### config.mk
export PLATFORM = sky130hd
export DESIGN_NAME = sensor_report_conditioner_flat
export DESIGN_NICKNAME = d
export VERILOG_FILES = /design/src/snc_pkg.sv /design/src/snc_intf.sv /design/src/sensor_report_conditioner.sv /design/src/snc_ctrl.sv /design/src/snc_datapath.sv /design/src/flat_wrapper.sv
export SDC_FILE = /design/constraint.sdc
export NUM_CORES = 1
export LEC_CHECK = 0
export ABC_AREA = 0
export BUFFER_PORTS_ARGS = -buffer_cell sky130_fd_sc_hd__buf_2
export CAP_MARGIN = 20
export CORE_MARGIN = 5
export CORE_UTILIZATION = 40
export CTS_CLUSTER_SIZE = 40
export DETAILED_ROUTE_END_ITERATION = 16
export PLACE_DENSITY_LB_ADDON = 0.08
export SYNTH_ARGS = -nofsm -noshare
export SYNTH_HDL_FRONTEND = slang
export SYNTH_HIERARCHICAL = 1
export SYNTH_SLANG_ARGS = --single-unit
### constraint.sdc
create_clock -name clk -period 17.68 [get_ports clk]
set_input_delay 1.768 -clock clk [delete_from_list [all_inputs] [get_ports clk]]
set_output_delay 1.768 -clock clk [all_outputs]
set_load 0.02 [all_outputs]
### src/snc_pkg.sv
// Shared types and constants of the sensor report conditioner.
// No dependencies; every other file refers to this package by scoped names.
package snc_pkg;

  localparam int CFG_IDX_W  = 3;
  localparam int CFG_DATA_W = 16;

  // Configuration register indexes.
  localparam logic [CFG_IDX_W-1:0] REG_TEMP_HIGH      = 3'd0;
  localparam logic [CFG_IDX_W-1:0] REG_TEMP_LOW       = 3'd1;
  localparam logic [CFG_IDX_W-1:0] REG_TEMP_DEADBAND  = 3'd2;
  localparam logic [CFG_IDX_W-1:0] REG_HUM_DEADBAND   = 3'd3;
  localparam logic [CFG_IDX_W-1:0] REG_LIGHT_DEADBAND = 3'd4;
  localparam logic [CFG_IDX_W-1:0] REG_KEEPALIVE      = 3'd5;
  localparam logic [CFG_IDX_W-1:0] REG_VACANCY        = 3'd6;

  // Reset values of the configuration registers.
  localparam logic signed [14:0] RST_TEMP_HIGH      = 15'sd3500;
  localparam logic signed [14:0] RST_TEMP_LOW       = 15'sd500;
  localparam logic [14:0]        RST_TEMP_DEADBAND  = 15'd50;
  localparam logic [13:0]        RST_HUM_DEADBAND   = 14'd200;
  localparam logic [15:0]        RST_LIGHT_DEADBAND = 16'd20;
  localparam logic [7:0]         RST_KEEPALIVE      = 8'd6;
  localparam logic [7:0]         RST_VACANCY        = 8'd12;

  // Result kinds.
  localparam logic [1:0] KIND_TEMP_ALERT = 2'd0;
  localparam logic [1:0] KIND_OCC_ALERT  = 2'd1;
  localparam logic [1:0] KIND_REPORT     = 2'd2;

  localparam logic [7:0]  COUNT_MAX   = 8'hFF;
  localparam logic [13:0] ALERT_MAX   = 14'h3FFF;

  typedef struct packed {
    logic signed [14:0] temp_high;
    logic signed [14:0] temp_low;
    logic [14:0]        temp_band;
    logic [13:0]        hum_deadband;
    logic [15:0]        light_band;
    logic [7:0]         keepalive;
    logic [7:0]         vacancy;
  } cfg_regs_t;

  typedef struct packed {
    logic load;
    logic sum_step;
    logic div_init;
    logic div_step;
    logic eval;
    logic emit;
  } dp_cmd_t;

  typedef struct packed {
    logic sum_last;
    logic div_last;
    logic emit_done;
  } dp_status_t;

endpackage

### src/snc_intf.sv
// Handshake channel interfaces of the sensor report conditioner.
// Depends on snc_pkg for the configuration port widths.
interface snc_sample_if;
  logic               valid;
  logic               ready;
  logic signed [14:0] temperature;
  logic [13:0]        humidity;
  logic [15:0]        light;
  logic               motion;
  modport source (output valid, temperature, humidity, light, motion, input ready);
  modport sink (input valid, temperature, humidity, light, motion, output ready);
endinterface

interface snc_result_if;
  logic               valid;
  logic               ready;
  logic [1:0]         kind;
  logic signed [14:0] avg_temperature;
  logic [13:0]        avg_humidity;
  logic [15:0]        avg_light;
  logic               occupied;
  logic [13:0]        alert_value;
  logic               last;
  modport source (output valid, kind, avg_temperature, avg_humidity, avg_light, occupied,
                  alert_value, last, input ready);
  modport sink (input valid, kind, avg_temperature, avg_humidity, avg_light, occupied,
                alert_value, last, output ready);
endinterface

interface snc_cfg_if;
  logic                             valid;
  logic                             ready;
  logic [snc_pkg::CFG_IDX_W-1:0]    index;
  logic [snc_pkg::CFG_DATA_W-1:0]   data;
  modport source (output valid, index, data, input ready);
  modport sink (input valid, index, data, output ready);
endinterface

### src/sensor_report_conditioner.sv
// Top level of the sensor report conditioner: configuration registers,
// sequencer and datapath. Depends on snc_pkg, snc_intf, snc_ctrl, snc_datapath.
//
//   channel    role   transaction
//   sample_ch  sink   temperature, humidity, light, motion
//   result_ch  source kind, averages, occupancy, alert value, last
//   cfg_ch     sink   register index and write data, always ready
//
// An item passes through acceptance, window summing over the F samples held
// (F up to WINDOW), restoring dividers over 16 + clog2(WINDOW+1) quotient bits,
// evaluation and emission of one result per cycle while the result output is
// not stalled. With the default WINDOW, the dividers' bit-per-cycle loop takes
// most of the time spent on an item.
// Reset (rst, synchronous) empties the windows and restores register defaults.
// A stalled result output holds the pending results; a new sample may be
// accepted while the last result of the previous one waits.
module sensor_report_conditioner #(
  parameter int WINDOW = 5
) (
  input logic          clk,
  input logic          rst,
  snc_sample_if.sink   sample_ch,
  snc_result_if.source result_ch,
  snc_cfg_if.sink      cfg_ch
);

  snc_pkg::cfg_regs_t  cfg;
  snc_pkg::dp_cmd_t    cmd;
  snc_pkg::dp_status_t status;

  assign cfg_ch.ready = 1'b1;

  always_ff @(posedge clk) begin
    if (rst) begin
      cfg.temp_high    <= snc_pkg::RST_TEMP_HIGH;
      cfg.temp_low     <= snc_pkg::RST_TEMP_LOW;
      cfg.temp_band    <= snc_pkg::RST_TEMP_DEADBAND;
      cfg.hum_deadband <= snc_pkg::RST_HUM_DEADBAND;
      cfg.light_band   <= snc_pkg::RST_LIGHT_DEADBAND;
      cfg.keepalive    <= snc_pkg::RST_KEEPALIVE;
      cfg.vacancy      <= snc_pkg::RST_VACANCY;
    end else if (cfg_ch.valid) begin
      case (cfg_ch.index)
        snc_pkg::REG_TEMP_HIGH:      cfg.temp_high    <= cfg_ch.data[14:0];
        snc_pkg::REG_TEMP_LOW:       cfg.temp_low     <= cfg_ch.data[14:0];
        snc_pkg::REG_TEMP_DEADBAND:  cfg.temp_band    <= cfg_ch.data[14:0];
        snc_pkg::REG_HUM_DEADBAND:   cfg.hum_deadband <= cfg_ch.data[13:0];
        snc_pkg::REG_LIGHT_DEADBAND: cfg.light_band   <= cfg_ch.data[15:0];
        snc_pkg::REG_KEEPALIVE:      cfg.keepalive    <= cfg_ch.data[7:0];
        snc_pkg::REG_VACANCY:        cfg.vacancy      <= cfg_ch.data[7:0];
        default: ;
      endcase
    end
  end

  snc_ctrl u_ctrl (
    .clk      (clk),
    .rst      (rst),
    .in_valid (sample_ch.valid),
    .in_ready (sample_ch.ready),
    .status   (status),
    .cmd      (cmd)
  );

  snc_datapath #(
    .WINDOW (WINDOW)
  ) u_datapath (
    .clk                 (clk),
    .rst                 (rst),
    .cmd                 (cmd),
    .status              (status),
    .cfg                 (cfg),
    .in_temperature      (sample_ch.temperature),
    .in_humidity         (sample_ch.humidity),
    .in_light            (sample_ch.light),
    .in_motion           (sample_ch.motion),
    .out_valid           (result_ch.valid),
    .out_ready           (result_ch.ready),
    .out_kind            (result_ch.kind),
    .out_avg_temperature (result_ch.avg_temperature),
    .out_avg_humidity    (result_ch.avg_humidity),
    .out_avg_light       (result_ch.avg_light),
    .out_occupied        (result_ch.occupied),
    .out_alert_value     (result_ch.alert_value),
    .out_last            (result_ch.last)
  );

endmodule

### src/snc_ctrl.sv
// Sequencer of the sensor report conditioner: one item at a time through
// load, window sum, division, evaluation and result emission. Uses snc_pkg.
module snc_ctrl (
  input  logic                clk,
  input  logic                rst,
  input  logic                in_valid,
  output logic                in_ready,
  input  snc_pkg::dp_status_t status,
  output snc_pkg::dp_cmd_t    cmd
);

  typedef enum logic [5:0] {
    S_IDLE  = 6'b000001,
    S_SUM   = 6'b000010,
    S_DINIT = 6'b000100,
    S_DIV   = 6'b001000,
    S_EVAL  = 6'b010000,
    S_EMIT  = 6'b100000
  } state_t;

  state_t state, state_next;

  always_ff @(posedge clk) begin
    if (rst) begin
      state <= S_IDLE;
    end else begin
      state <= state_next;
    end
  end

  assign in_ready = (state == S_IDLE);

  always_comb begin
    state_next = state;
    cmd        = '0;
    case (state)
      S_IDLE: begin
        if (in_valid) begin
          cmd.load   = 1'b1;
          state_next = S_SUM;
        end
      end
      S_SUM: begin
        cmd.sum_step = 1'b1;
        if (status.sum_last) state_next = S_DINIT;
      end
      S_DINIT: begin
        cmd.div_init = 1'b1;
        state_next   = S_DIV;
      end
      S_DIV: begin
        cmd.div_step = 1'b1;
        if (status.div_last) state_next = S_EVAL;
      end
      S_EVAL: begin
        cmd.eval   = 1'b1;
        state_next = S_EMIT;
      end
      S_EMIT: begin
        cmd.emit = 1'b1;
        if (status.emit_done) state_next = S_IDLE;
      end
      default: state_next = S_IDLE;
    endcase
  end

endmodule

### src/snc_datapath.sv
// Datapath: sample windows, running sums, three restoring dividers,
// occupancy debounce, report decision and output register. Uses snc_pkg.
module snc_datapath #(
  parameter int WINDOW = 5
) (
  input  logic                    clk,
  input  logic                    rst,
  input  snc_pkg::dp_cmd_t        cmd,
  output snc_pkg::dp_status_t     status,
  input  snc_pkg::cfg_regs_t      cfg,
  input  logic signed [14:0]      in_temperature,
  input  logic [13:0]             in_humidity,
  input  logic [15:0]             in_light,
  input  logic                    in_motion,
  output logic                    out_valid,
  input  logic                    out_ready,
  output logic [1:0]              out_kind,
  output logic signed [14:0]      out_avg_temperature,
  output logic [13:0]             out_avg_humidity,
  output logic [15:0]             out_avg_light,
  output logic                    out_occupied,
  output logic [13:0]             out_alert_value,
  output logic                    out_last
);

  localparam int IW = (WINDOW > 1) ? $clog2(WINDOW) : 1;  // slot index width
  localparam int CW = $clog2(WINDOW + 1);                  // fill count width
  localparam int DW = 16 + CW;                             // sum width
  localparam int KW = $clog2(DW + 1);                      // divider step count width
  localparam logic [IW-1:0] LAST_SLOT = IW'(WINDOW - 1);
  localparam logic [CW-1:0] FULL      = CW'(WINDOW);
  localparam logic [KW-1:0] LAST_STEP = KW'(DW - 1);

  logic signed [14:0] temp_window  [WINDOW];
  logic [13:0]        hum_window   [WINDOW];
  logic [15:0]        light_window [WINDOW];

  logic [IW-1:0] window_pointer;
  logic [CW-1:0] window_fill;
  logic [IW-1:0] sum_idx;
  logic          motion;

  logic signed [DW-1:0] temp_sum;
  logic [DW-1:0]        hum_sum;
  logic [DW-1:0]        light_sum;

  logic [DW-1:0] temp_q, hum_q, light_q;
  logic [CW-1:0] temp_rem, hum_rem, light_rem;
  logic          temp_neg;
  logic [KW-1:0] div_cnt;

  logic          occupied_flag, previous_occupied, seen_first, sent_once;
  logic [7:0]    quiet_run, skipped_reports;
  logic signed [14:0] sent_temperature;
  logic [13:0]   sent_humidity;
  logic [15:0]   sent_light;

  logic          pend_temp, pend_occ, pend_rep;
  logic [13:0]   temp_abs;
  logic          out_load;

  // One restoring division step: returns {remainder, quotient}.
  function automatic logic [CW+DW-1:0] div_once(input logic [CW-1:0] rem,
                                                 input logic [DW-1:0] q,
                                                 input logic [CW-1:0] d);
    logic [CW:0] shifted;
    logic        take;
    logic [CW:0] diff;
    shifted = {rem, q[DW-1]};
    take    = (shifted >= {1'b0, d});
    diff    = shifted - {1'b0, d};
    if (take) begin
      return {diff[CW-1:0], q[DW-2:0], 1'b1};
    end else begin
      return {shifted[CW-1:0], q[DW-2:0], 1'b0};
    end
  endfunction

  logic [CW+DW-1:0] temp_step, hum_step, light_step;
  logic [DW-1:0]    temp_mag, temp_q_neg;

  assign temp_step  = div_once(temp_rem, temp_q, window_fill);
  assign hum_step   = div_once(hum_rem, hum_q, window_fill);
  assign light_step = div_once(light_rem, light_q, window_fill);
  assign temp_mag   = temp_sum[DW-1] ? DW'(-temp_sum) : DW'(temp_sum);
  assign temp_q_neg = -temp_q;

  assign status.sum_last  = (CW'(sum_idx) == window_fill - CW'(1));
  assign status.div_last  = (div_cnt == LAST_STEP);
  assign status.emit_done = !(pend_temp || pend_occ || pend_rep);

  // Averages, valid once the division has finished.
  logic signed [14:0] t_avg;
  logic [13:0]        h_avg;
  logic [15:0]        l_avg;
  assign t_avg = temp_neg ? temp_q_neg[14:0] : temp_q[14:0];
  assign h_avg = hum_q[13:0];
  assign l_avg = light_q[15:0];

  // Occupancy debounce and report decision.
  logic [7:0]  quiet_next;
  logic        occ_next, changed, temp_hit, report;
  logic [14:0] t_abs_full;
  logic signed [15:0] t_diff;
  logic [15:0] t_diff_abs;
  logic [13:0] h_diff;
  logic [15:0] l_diff;

  always_comb begin
    if (motion) begin
      quiet_next = '0;
      occ_next   = 1'b1;
    end else begin
      quiet_next = (quiet_run == snc_pkg::COUNT_MAX) ? quiet_run : quiet_run + 8'd1;
      occ_next   = occupied_flag && !(quiet_next >= cfg.vacancy);
    end
    changed    = (occ_next != previous_occupied);
    temp_hit   = (t_avg > cfg.temp_high) || (t_avg < cfg.temp_low);
    t_abs_full = t_avg[14] ? 15'(-t_avg) : 15'(t_avg);
    t_diff     = {t_avg[14], t_avg} - {sent_temperature[14], sent_temperature};
    t_diff_abs = t_diff[15] ? 16'(-t_diff) : 16'(t_diff);
    h_diff     = (h_avg > sent_humidity) ? h_avg - sent_humidity : sent_humidity - h_avg;
    l_diff     = (l_avg > sent_light) ? l_avg - sent_light : sent_light - l_avg;
    report     = changed || !sent_once || (skipped_reports >= cfg.keepalive) ||
                 (t_diff_abs >= {1'b0, cfg.temp_band}) ||
                 (h_diff >= cfg.hum_deadband) || (l_diff >= cfg.light_band);
  end

  // Window storage and sums.
  always_ff @(posedge clk) begin
    if (cmd.load) begin
      temp_window[window_pointer]  <= in_temperature;
      hum_window[window_pointer]   <= in_humidity;
      light_window[window_pointer] <= in_light;
      motion    <= in_motion;
      temp_sum  <= '0;
      hum_sum   <= '0;
      light_sum <= '0;
    end else if (cmd.sum_step) begin
      temp_sum  <= temp_sum + {{(DW-15){temp_window[sum_idx][14]}}, temp_window[sum_idx]};
      hum_sum   <= hum_sum + DW'(hum_window[sum_idx]);
      light_sum <= light_sum + DW'(light_window[sum_idx]);
    end
    if (cmd.div_init) begin
      temp_q    <= temp_mag;
      hum_q     <= hum_sum;
      light_q   <= light_sum;
      temp_neg  <= temp_sum[DW-1];
      temp_rem  <= '0;
      hum_rem   <= '0;
      light_rem <= '0;
    end else if (cmd.div_step) begin
      {temp_rem, temp_q}   <= temp_step;
      {hum_rem, hum_q}     <= hum_step;
      {light_rem, light_q} <= light_step;
    end
    if (cmd.eval) begin
      temp_abs <= t_abs_full[14] ? snc_pkg::ALERT_MAX : t_abs_full[13:0];
    end
  end

  // Control and tracking state.
  always_ff @(posedge clk) begin
    if (rst) begin
      window_pointer    <= '0;
      window_fill       <= '0;
      sum_idx           <= '0;
      div_cnt           <= '0;
      occupied_flag     <= 1'b0;
      quiet_run         <= '0;
      previous_occupied <= 1'b0;
      seen_first        <= 1'b0;
      sent_once         <= 1'b0;
      sent_temperature  <= '0;
      sent_humidity     <= '0;
      sent_light        <= '0;
      skipped_reports   <= '0;
      pend_temp         <= 1'b0;
      pend_occ          <= 1'b0;
      pend_rep          <= 1'b0;
    end else begin
      if (cmd.load) begin
        window_pointer <= (window_pointer == LAST_SLOT) ? '0 : window_pointer + 1'b1;
        if (window_fill != FULL) window_fill <= window_fill + 1'b1;
        sum_idx <= '0;
      end else if (cmd.sum_step) begin
        sum_idx <= sum_idx + 1'b1;
      end
      if (cmd.div_init) begin
        div_cnt <= '0;
      end else if (cmd.div_step) begin
        div_cnt <= div_cnt + 1'b1;
      end
      if (cmd.eval) begin
        quiet_run         <= quiet_next;
        occupied_flag     <= occ_next;
        previous_occupied <= occ_next;
        seen_first        <= 1'b1;
        pend_temp         <= temp_hit;
        pend_occ          <= seen_first && changed;
        pend_rep          <= report;
        if (report) begin
          sent_once        <= 1'b1;
          sent_temperature <= t_avg;
          sent_humidity    <= h_avg;
          sent_light       <= l_avg;
          skipped_reports  <= '0;
        end else if (skipped_reports != snc_pkg::COUNT_MAX) begin
          skipped_reports <= skipped_reports + 8'd1;
        end
      end else if (out_load) begin
        if (pend_temp) begin
          pend_temp <= 1'b0;
        end else if (pend_occ) begin
          pend_occ <= 1'b0;
        end else begin
          pend_rep <= 1'b0;
        end
      end
    end
  end

  // Output register: results leave one per transaction in priority order.
  assign out_load = cmd.emit && !status.emit_done && (!out_valid || out_ready);

  always_ff @(posedge clk) begin
    if (rst) begin
      out_valid <= 1'b0;
    end else if (out_load) begin
      out_valid <= 1'b1;
    end else if (out_ready) begin
      out_valid <= 1'b0;
    end
  end

  always_ff @(posedge clk) begin
    if (out_load) begin
      out_avg_temperature <= t_avg;
      out_avg_humidity    <= h_avg;
      out_avg_light       <= l_avg;
      out_occupied        <= occupied_flag;
      if (pend_temp) begin
        out_kind        <= snc_pkg::KIND_TEMP_ALERT;
        out_alert_value <= temp_abs;
        out_last        <= !(pend_occ || pend_rep);
      end else if (pend_occ) begin
        out_kind        <= snc_pkg::KIND_OCC_ALERT;
        out_alert_value <= {13'd0, occupied_flag};
        out_last        <= !pend_rep;
      end else begin
        out_kind        <= snc_pkg::KIND_REPORT;
        out_alert_value <= '0;
        out_last        <= 1'b1;
      end
    end
  end

endmodule
### src/flat_wrapper.sv
// flat-port wrapper written by rule: the top's interface ports become plain ports
module sensor_report_conditioner_flat 
#(
  parameter int WINDOW = 5
)
  (clk, rst, sample_ch_valid, sample_ch_temperature, sample_ch_humidity, sample_ch_light, sample_ch_motion, sample_ch_ready, result_ch_valid, result_ch_kind, result_ch_avg_temperature, result_ch_avg_humidity, result_ch_avg_light, result_ch_occupied, result_ch_alert_value, result_ch_last, result_ch_ready, cfg_ch_valid, cfg_ch_index, cfg_ch_data, cfg_ch_ready);
  snc_sample_if sample_ch_i ();
  snc_result_if result_ch_i ();
  snc_cfg_if cfg_ch_i ();
  input logic clk;
  input logic rst;
  input wire logic [$bits(sample_ch_i.valid)-1:0] sample_ch_valid;
  input wire logic [$bits(sample_ch_i.temperature)-1:0] sample_ch_temperature;
  input wire logic [$bits(sample_ch_i.humidity)-1:0] sample_ch_humidity;
  input wire logic [$bits(sample_ch_i.light)-1:0] sample_ch_light;
  input wire logic [$bits(sample_ch_i.motion)-1:0] sample_ch_motion;
  output wire logic [$bits(sample_ch_i.ready)-1:0] sample_ch_ready;
  output wire logic [$bits(result_ch_i.valid)-1:0] result_ch_valid;
  output wire logic [$bits(result_ch_i.kind)-1:0] result_ch_kind;
  output wire logic [$bits(result_ch_i.avg_temperature)-1:0] result_ch_avg_temperature;
  output wire logic [$bits(result_ch_i.avg_humidity)-1:0] result_ch_avg_humidity;
  output wire logic [$bits(result_ch_i.avg_light)-1:0] result_ch_avg_light;
  output wire logic [$bits(result_ch_i.occupied)-1:0] result_ch_occupied;
  output wire logic [$bits(result_ch_i.alert_value)-1:0] result_ch_alert_value;
  output wire logic [$bits(result_ch_i.last)-1:0] result_ch_last;
  input wire logic [$bits(result_ch_i.ready)-1:0] result_ch_ready;
  input wire logic [$bits(cfg_ch_i.valid)-1:0] cfg_ch_valid;
  input wire logic [$bits(cfg_ch_i.index)-1:0] cfg_ch_index;
  input wire logic [$bits(cfg_ch_i.data)-1:0] cfg_ch_data;
  output wire logic [$bits(cfg_ch_i.ready)-1:0] cfg_ch_ready;
  assign sample_ch_i.valid = sample_ch_valid;
  assign sample_ch_i.temperature = sample_ch_temperature;
  assign sample_ch_i.humidity = sample_ch_humidity;
  assign sample_ch_i.light = sample_ch_light;
  assign sample_ch_i.motion = sample_ch_motion;
  assign sample_ch_ready = sample_ch_i.ready;
  assign result_ch_valid = result_ch_i.valid;
  assign result_ch_kind = result_ch_i.kind;
  assign result_ch_avg_temperature = result_ch_i.avg_temperature;
  assign result_ch_avg_humidity = result_ch_i.avg_humidity;
  assign result_ch_avg_light = result_ch_i.avg_light;
  assign result_ch_occupied = result_ch_i.occupied;
  assign result_ch_alert_value = result_ch_i.alert_value;
  assign result_ch_last = result_ch_i.last;
  assign result_ch_i.ready = result_ch_ready;
  assign cfg_ch_i.valid = cfg_ch_valid;
  assign cfg_ch_i.index = cfg_ch_index;
  assign cfg_ch_i.data = cfg_ch_data;
  assign cfg_ch_ready = cfg_ch_i.ready;
  sensor_report_conditioner #(.WINDOW(WINDOW)) u_core (.clk(clk), .rst(rst), .sample_ch(sample_ch_i), .result_ch(result_ch_i), .cfg_ch(cfg_ch_i));
endmodule
# Yosys cells after proc, flatten, opt, wreduce, memory -nomap -nowiden

Memory sizes are Yosys's and may differ from the RTL's. A register that Yosys moved wholly into a read port is not among the register bits.
Cells that the tools add are included.

Add/subtract/negate cells: 22
Order comparisons: 12
Equality and inequality tests: 25
Multiplexer cells: 57
Reductions and logical operators: 39

Operators with widths:

| cell                                         | number |
|---|---|
| 2-to-1 mux 19 bit                            | 7 |
| 2-to-1 mux 22 bit                            | 3 |
| one-hot mux 6 bit (6 select lines)           | 1 |
| 2-to-1 mux 16 bit                            | 2 |
| 2-to-1 mux 8 bit                             | 4 |
| subtractor 16 bit                            | 2 |
| 2-to-1 mux 15 bit                            | 2 |
| negator 15 bit                               | 2 |
| 2-to-1 mux 14 bit                            | 2 |
| subtractor 14 bit                            | 2 |
| 2-to-1 mux 1 bit                             | 24 |
| 2-to-1 mux 6 bit                             | 4 |
| AND reduction 2 bit                          | 11 |
| 2-to-1 mux 3 bit                             | 7 |
| adder 19 x 14 -> 19 bit                      | 1 |
| adder 19 x 16 -> 19 bit                      | 1 |
| adder 19 bit                                 | 1 |
| negator 19 bit                               | 1 |
| adder 8 x 1 -> 8 bit (second input constant) | 2 |
| >= comparator 16 x 15 -> 1 bit               | 1 |
| >= comparator 16 bit                         | 1 |
| >= comparator 8 bit                          | 2 |
| > comparator 16 bit                          | 1 |
| negator 16 bit                               | 1 |
| 36 further kinds                             | 70 |

Register bits: 381
Bits in writable memories: 225
Input bits: 70
Output and inout port bits: 66
Logic and storage cells: 201
Memories kept: 3

Memories:

| name                           | words | bits a word | read ports | clocked after memory_dff | write ports | RTL line           | source |
|---|---|---|---|---|---|---|---|
| u_core.u_datapath.light_window | 5     | 16          | 1          | 1                        | 1           | snc_datapath.sv:36 | `logic [15:0] light_window [WINDOW];` |
| u_core.u_datapath.temp_window  | 5     | 15          | 1          | 1                        | 1           | snc_datapath.sv:34 | `logic signed [14:0] temp_window [WINDOW];` |
| u_core.u_datapath.hum_window   | 5     | 14          | 1          | 1                        | 1           | snc_datapath.sv:35 | `logic [13:0] hum_window [WINDOW];` |

# Longest topological paths before layout

Depth after elaboration: 14
Mapped depth: 28
Gate-level depth less buffers: 26

# Hierarchy

The synthesis kept the hierarchy.

By module, submodules not included:

| module                    | instances | cells an instance | area each (µm²) | seq. area each (µm²) |
|---|---|---|---|---|
| snc_datapath              | 1         | 2,547             | 28,329.7        | 13,863.3 |
| sensor_report_conditioner | 1         | 337               | 3,626.0         | 1,821.7 |
| snc_ctrl                  | 1         | 38                | 307.8           | 120.1 |

# Worst setup path before layout

Ideal clock, no wire load.

Path type: in2reg
Start point: input sample_ch_valid
End point: memory u_core.u_datapath.hum_window[4][0] (enable)
Library setup time: 0.503 ns
Arrival time: 5.654 ns
Data required time: 17.177 ns
Slack: 11.523 ns
Cell stages on the path: 5
Path buffers: 2
Path through: and2_1 > clkbuf_1 > clkbuf_1 > nand2_1 > nor3_1

Cells in the longest elaborated chain, start to end: 4

Ends and longest elaborated chain:

| what                                   | RTL line            | source |
|---|---|---|
| start: declaration                     | flat_wrapper.sv:12  | `input wire logic [$bits(sample_ch_i.valid)-1:0] sample_ch_valid;` |
| 2-to-1 mux 1 bit                       | snc_ctrl.sv:38      | `if (in_valid) begin` |
| 2-to-1 mux 1 bit                       | snc_ctrl.sv:36      | `case (state)` |
| 2-to-1 mux 1 bit                       | snc_datapath.sv:131 | `if (cmd.load) begin` |
| 2-to-1 mux 1 bit (implied by the code) | snc_datapath.sv:133 | `hum_window[window_pointer] <= in_humidity;` |
| end: declaration                       | snc_datapath.sv:35  |  |

No other way between the ends.

# Worst setup path after layout

Start point: register u_core.u_datapath.temp_q[0]
End point: register u_core.u_datapath.sent_temperature[11]

Cells in the longest elaborated chain, start to end: 10

Ends and longest elaborated chain:

| what                                   | RTL line            | source |
|---|---|---|
| start: declaration                     | snc_datapath.sv:47  | `logic [DW-1:0] temp_q, hum_q, light_q;` |
| start signal: assignment               | snc_datapath.sv:145 | `temp_q <= temp_mag;` |
| start signal: assignment               | snc_datapath.sv:153 | `{temp_rem, temp_q} <= temp_step;` |
| negator 15 bit *                       | snc_datapath.sv:86  | `assign temp_q_neg = -temp_q;` |
| 2-to-1 mux 15 bit *                    | snc_datapath.sv:96  | `assign t_avg = temp_neg ? temp_q_neg[14:0] : temp_q[14:0];` |
| via u_core.u_datapath.t_avg[12]        | snc_datapath.sv:93  | `logic signed [14:0] t_avg;` |
| subtractor 15 x 15 -> 16 bit *         | snc_datapath.sv:120 | `t_diff = {t_avg[14], t_avg} - {sent_temperature[14], sent_temperature};` |
| negator 16 bit                         | snc_datapath.sv:121 | `t_diff_abs = t_diff[15] ? 16'(-t_diff) : 16'(t_diff);` |
| 2-to-1 mux 16 bit *                    | snc_datapath.sv:121 |  |
| >= comparator 16 x 15 -> 1 bit *       | snc_datapath.sv:125 | `(t_diff_abs >= {1'b0, cfg.temp_band}) \|\|` |
| logical OR 1 bit *                     | snc_datapath.sv:124 | `report = changed \|\| !sent_once \|\| (skipped_reports >= cfg.keepalive) \|\|` |
| logical OR 1 bit *                     | snc_datapath.sv:125 |  |
| logical OR 1 bit *                     | snc_datapath.sv:126 | `(h_diff >= cfg.hum_deadband) \|\| (l_diff >= cfg.light_band);` |
| AND reduction 2 bit (no source line) * | n/a                 |  |
| end signal: assignment                 | snc_datapath.sv:204 | `sent_temperature <= t_avg;` |
| end: declaration                       | snc_datapath.sv:54  | `logic signed [14:0] sent_temperature;` |

Mark *: on every way through the listed nets, which the timed path passes. The rest lies on a longest branch.
A chain may end at the register's enable or synchronous reset.

==> run metrics <==
# clock sinks=609; DIE AREA=86440 sq um; power per cell area=90.59 nW/um^2; post-CTS sizing=0; Final Max Tran Viols=0; CP Data Required Time=18160 ps; clock slew at reported path FFs=60 ps; placer's final routability congestion estimate=0.8576; fmax=0.1242 GHz; Leak=14.09 nW; unrepaired setup endpoints after global routing=false; Die Y=294.0 um; status=finished, final reports clean; final setup vio count=0; Critical Path Sink=u_core/u_datapath/sent_temperature[11]; Crit. Startpoint=u_core/u_datapath/temp_q[0]; ys async rst share=0%; Initial DRC Count=1125; setup TNS=0 ps; worst reg-to-reg setup slack=9630 ps; drt drc=0; maximum clock path buffer count=3; First-pass DRT Iterations=5; layout cells sized above 1=13.47%; Rel. slew slack=20.69%; final number of hold-violating endpoints=0; site row count=104; routed len/inst=20.46 um; CTS tree=done; total chip power=3.303 mW; period utilisation layout=45.53%; cell area after synthesis=32260 sq um; CTS Root Cell=clkbuf_16; WP data arrival=8530 ps; net count reported at finish=3360; Synthesized Nets=3236; Crit Path Max Fanout=49; Antenna Nets Post-Route=0; endpoint class of the critical path=flop; post-synthesis compound-gate area fraction=9.924%; largest family of logic cells by synthesized area=simple AND/OR/NAND/NOR gates; worst-skew pair later-pin latency=630 ps; DP HPWL=60.64 mm; post-synthesis cell type count=81; initial antenna violation count=2; Die Width=294.0 um; Mapped Cells=2922; Synth Area in Adders=9.718%; vias per cell=5.284; commonest non-fill, non-tap cell in the layout=edfxtp_1; Setup CP Type=flop to flop; Synth Register Bits=609; dominant register cell in the synthesized netlist=edfxtp_1; R2R cell count=27; crit path time final=8051 ps; total gr overflow=0; hold path depth=2; most frequent cells in the layout=edfxtp_1, nor2_1, dfxtp_1, ha_1, inv_1; Port Buf Inserts=134; Simple-Gate Fraction of Synth Area=12.07%; largest net degree at the start of global routing=72; mux contribution to synthesized area=11.30%; I/O pin cnt=136; Critical Path Start Type=flop; hold_buf cts=0; core footprint=80290 sq um; synthesis-to-finish area growth=13.02%; max-cap violations=0; Post-CTS Setup Bufs=0; Routed WL=85.20 mm; DR vias=22.00k; Slew @ Worst Pin=1186 ps; Worst Skew=22.56 ps; Worst VDD drop=0.07399 mV; reg-to-reg critical path endpoint=u_core/u_datapath/sent_temperature[11]; YS warnings=6; vias in the first global route=22.17k; sequential area share after synthesis=48.99%; first-pass GRT wire length=131.9 mm; Max H-tree Level=3; Worst Hold Class=flop to flop; Tot GR Track Use=19.48%; CTS Buf Count=72; reg-to-reg critical path startpoint=u_core/u_datapath/temp_q[0]; Initial Utilization=40.19%; syn avg cell area=11.04 sq um; final hold slack=474.9 ps; EDFF count, synth=361; post-synthesis xor/xnor area fraction=3.851%
==> through the flow <==
stage | util (%) | cell area, sq um | setup slack [ps] | cells
detailed placement | 42.48 | 34110 | 9820 | 4032
floorplan | - | 32260 | 11520 | 2922
finish | 45.42 | 36460 | 9629 | 4164
global placement | 42.45 | 34080 | 10030 | 4031
CTS | 45.41 | 36460 | 9779 | 4163
global route | 45.41 | 36460 | 9164 | 4163
==> synth_stat cells (36+ instances only) <==
cell      count  share of area [%]
ha_1        233                9.0
edfxtp_1    361                 34
xor2_1       62                1.7
nand2b_1    106                2.1
mux2i_1     190                5.9
a21oi_1     131                2.0
a21o_1       49                1.1
mux4_2       45                3.1
mux2_2       65                2.3
a211oi_1     36               0.84
inv_1       229                2.7
nor3_1       46               0.71
nand3_1      37               0.57
nor2_1      264                3.1
clkbuf_1     83               0.97
o21ai_0     130                2.0
dfxtp_1     248                 15
nand2_1     141                1.6
xnor2_1      78                2.1
==> power breakdown <==
part           internal, mW  switching [mW]  leakage, nW  total (mW)
clock                 0.857           0.618         1.13        1.48
sequential             1.53          0.0279         5.25        1.56
combinational         0.112           0.154         7.71       0.266
total                  2.50           0.799         14.1        3.30
==> registers in the layout, indices dropped and copies added, names as in the netlist, 70 cells and up, named ones only <==
signal,count
u_core/u_datapath/temp_window,75
u_core/u_datapath/hum_window,70
u_core/cfg,91
u_core/u_datapath/light_window,80
==> how the worst min path moves through the flow <==
stage | start | end | slack, ps
after detailed placement | u_core/u_datapath/seen_first | u_core/u_datapath/seen_first | 460
after floorplan | u_core/u_datapath/temp_sum[18] | u_core/u_datapath/temp_neg | 410
after global placement | u_core/u_datapath/seen_first | u_core/u_datapath/seen_first | 450
after CTS | u_core/u_datapath/seen_first | u_core/u_datapath/seen_first | 470
after global routing | u_core/u_datapath/seen_first | u_core/u_datapath/seen_first | 490
final | u_core/cfg[73] | u_core/cfg[73] | 470
==> per-layer routing <==
metal	part of all wire [%]	vias up	GRT usage, %
met5	0	-	0
met4	3.1	0	6.205
met3	3.1	124	2.385
met2	49	381	33.64
met1	45	10715	25.64
li1	-	10784	-
==> critical path, stage by stage (launching register included) <==
cell       delay [ps]
edfxtp_1          500
inv_1             200
ha_1              210
nand2b_1          110
or4_1             460
or4_1             440
o21ai_0           270
nand2_1           100
xor2_1            930
ha_1              300
o2111ai_1         140
o21bai_1          230
nand2_1           150
nand2_1            90
a31oi_1           660
nor2_1            110
xnor2_1           160
ha_1              310
a21o_1            100
a31oi_1            30
o21ai_0           230
a311oi_1          160
a21oi_1           200
and4b_1           270
o32ai_4           340
buf_4             790
mux2i_1           280
nor2_1             60
==> logic make-up after synthesis <==
| family | count (synthesis) |
|---|---|
| AOI/OAI and AO/OA | 504 |
| xor gates and xnor gates | 141 |
| adders and majority gates | 244 |
| buffers and inverters | 341 |
| DFF | 609 |
| muxes | 300 |
| other | 1 |
| and+or+nand+nor | 782 |
==> layout make-up <==
| cell class | count | area, sq um |
|---|---|---|
| multi-input combinational | 1972 | 15200 |
| sequential | 609 | 15820 |
| clock buffer | 102 | 1996 |
| fill | 7422 | 43820 |
| clock inverter | 29 | 357.8 |
| antenna | 1 | 2.502 |
| tap | 1060 | 1326 |
| timing repair buffer | 162 | 907.1 |
| inverter | 229 | 859.6 |
Note: power is estimated with default switching activity, not from simulation.
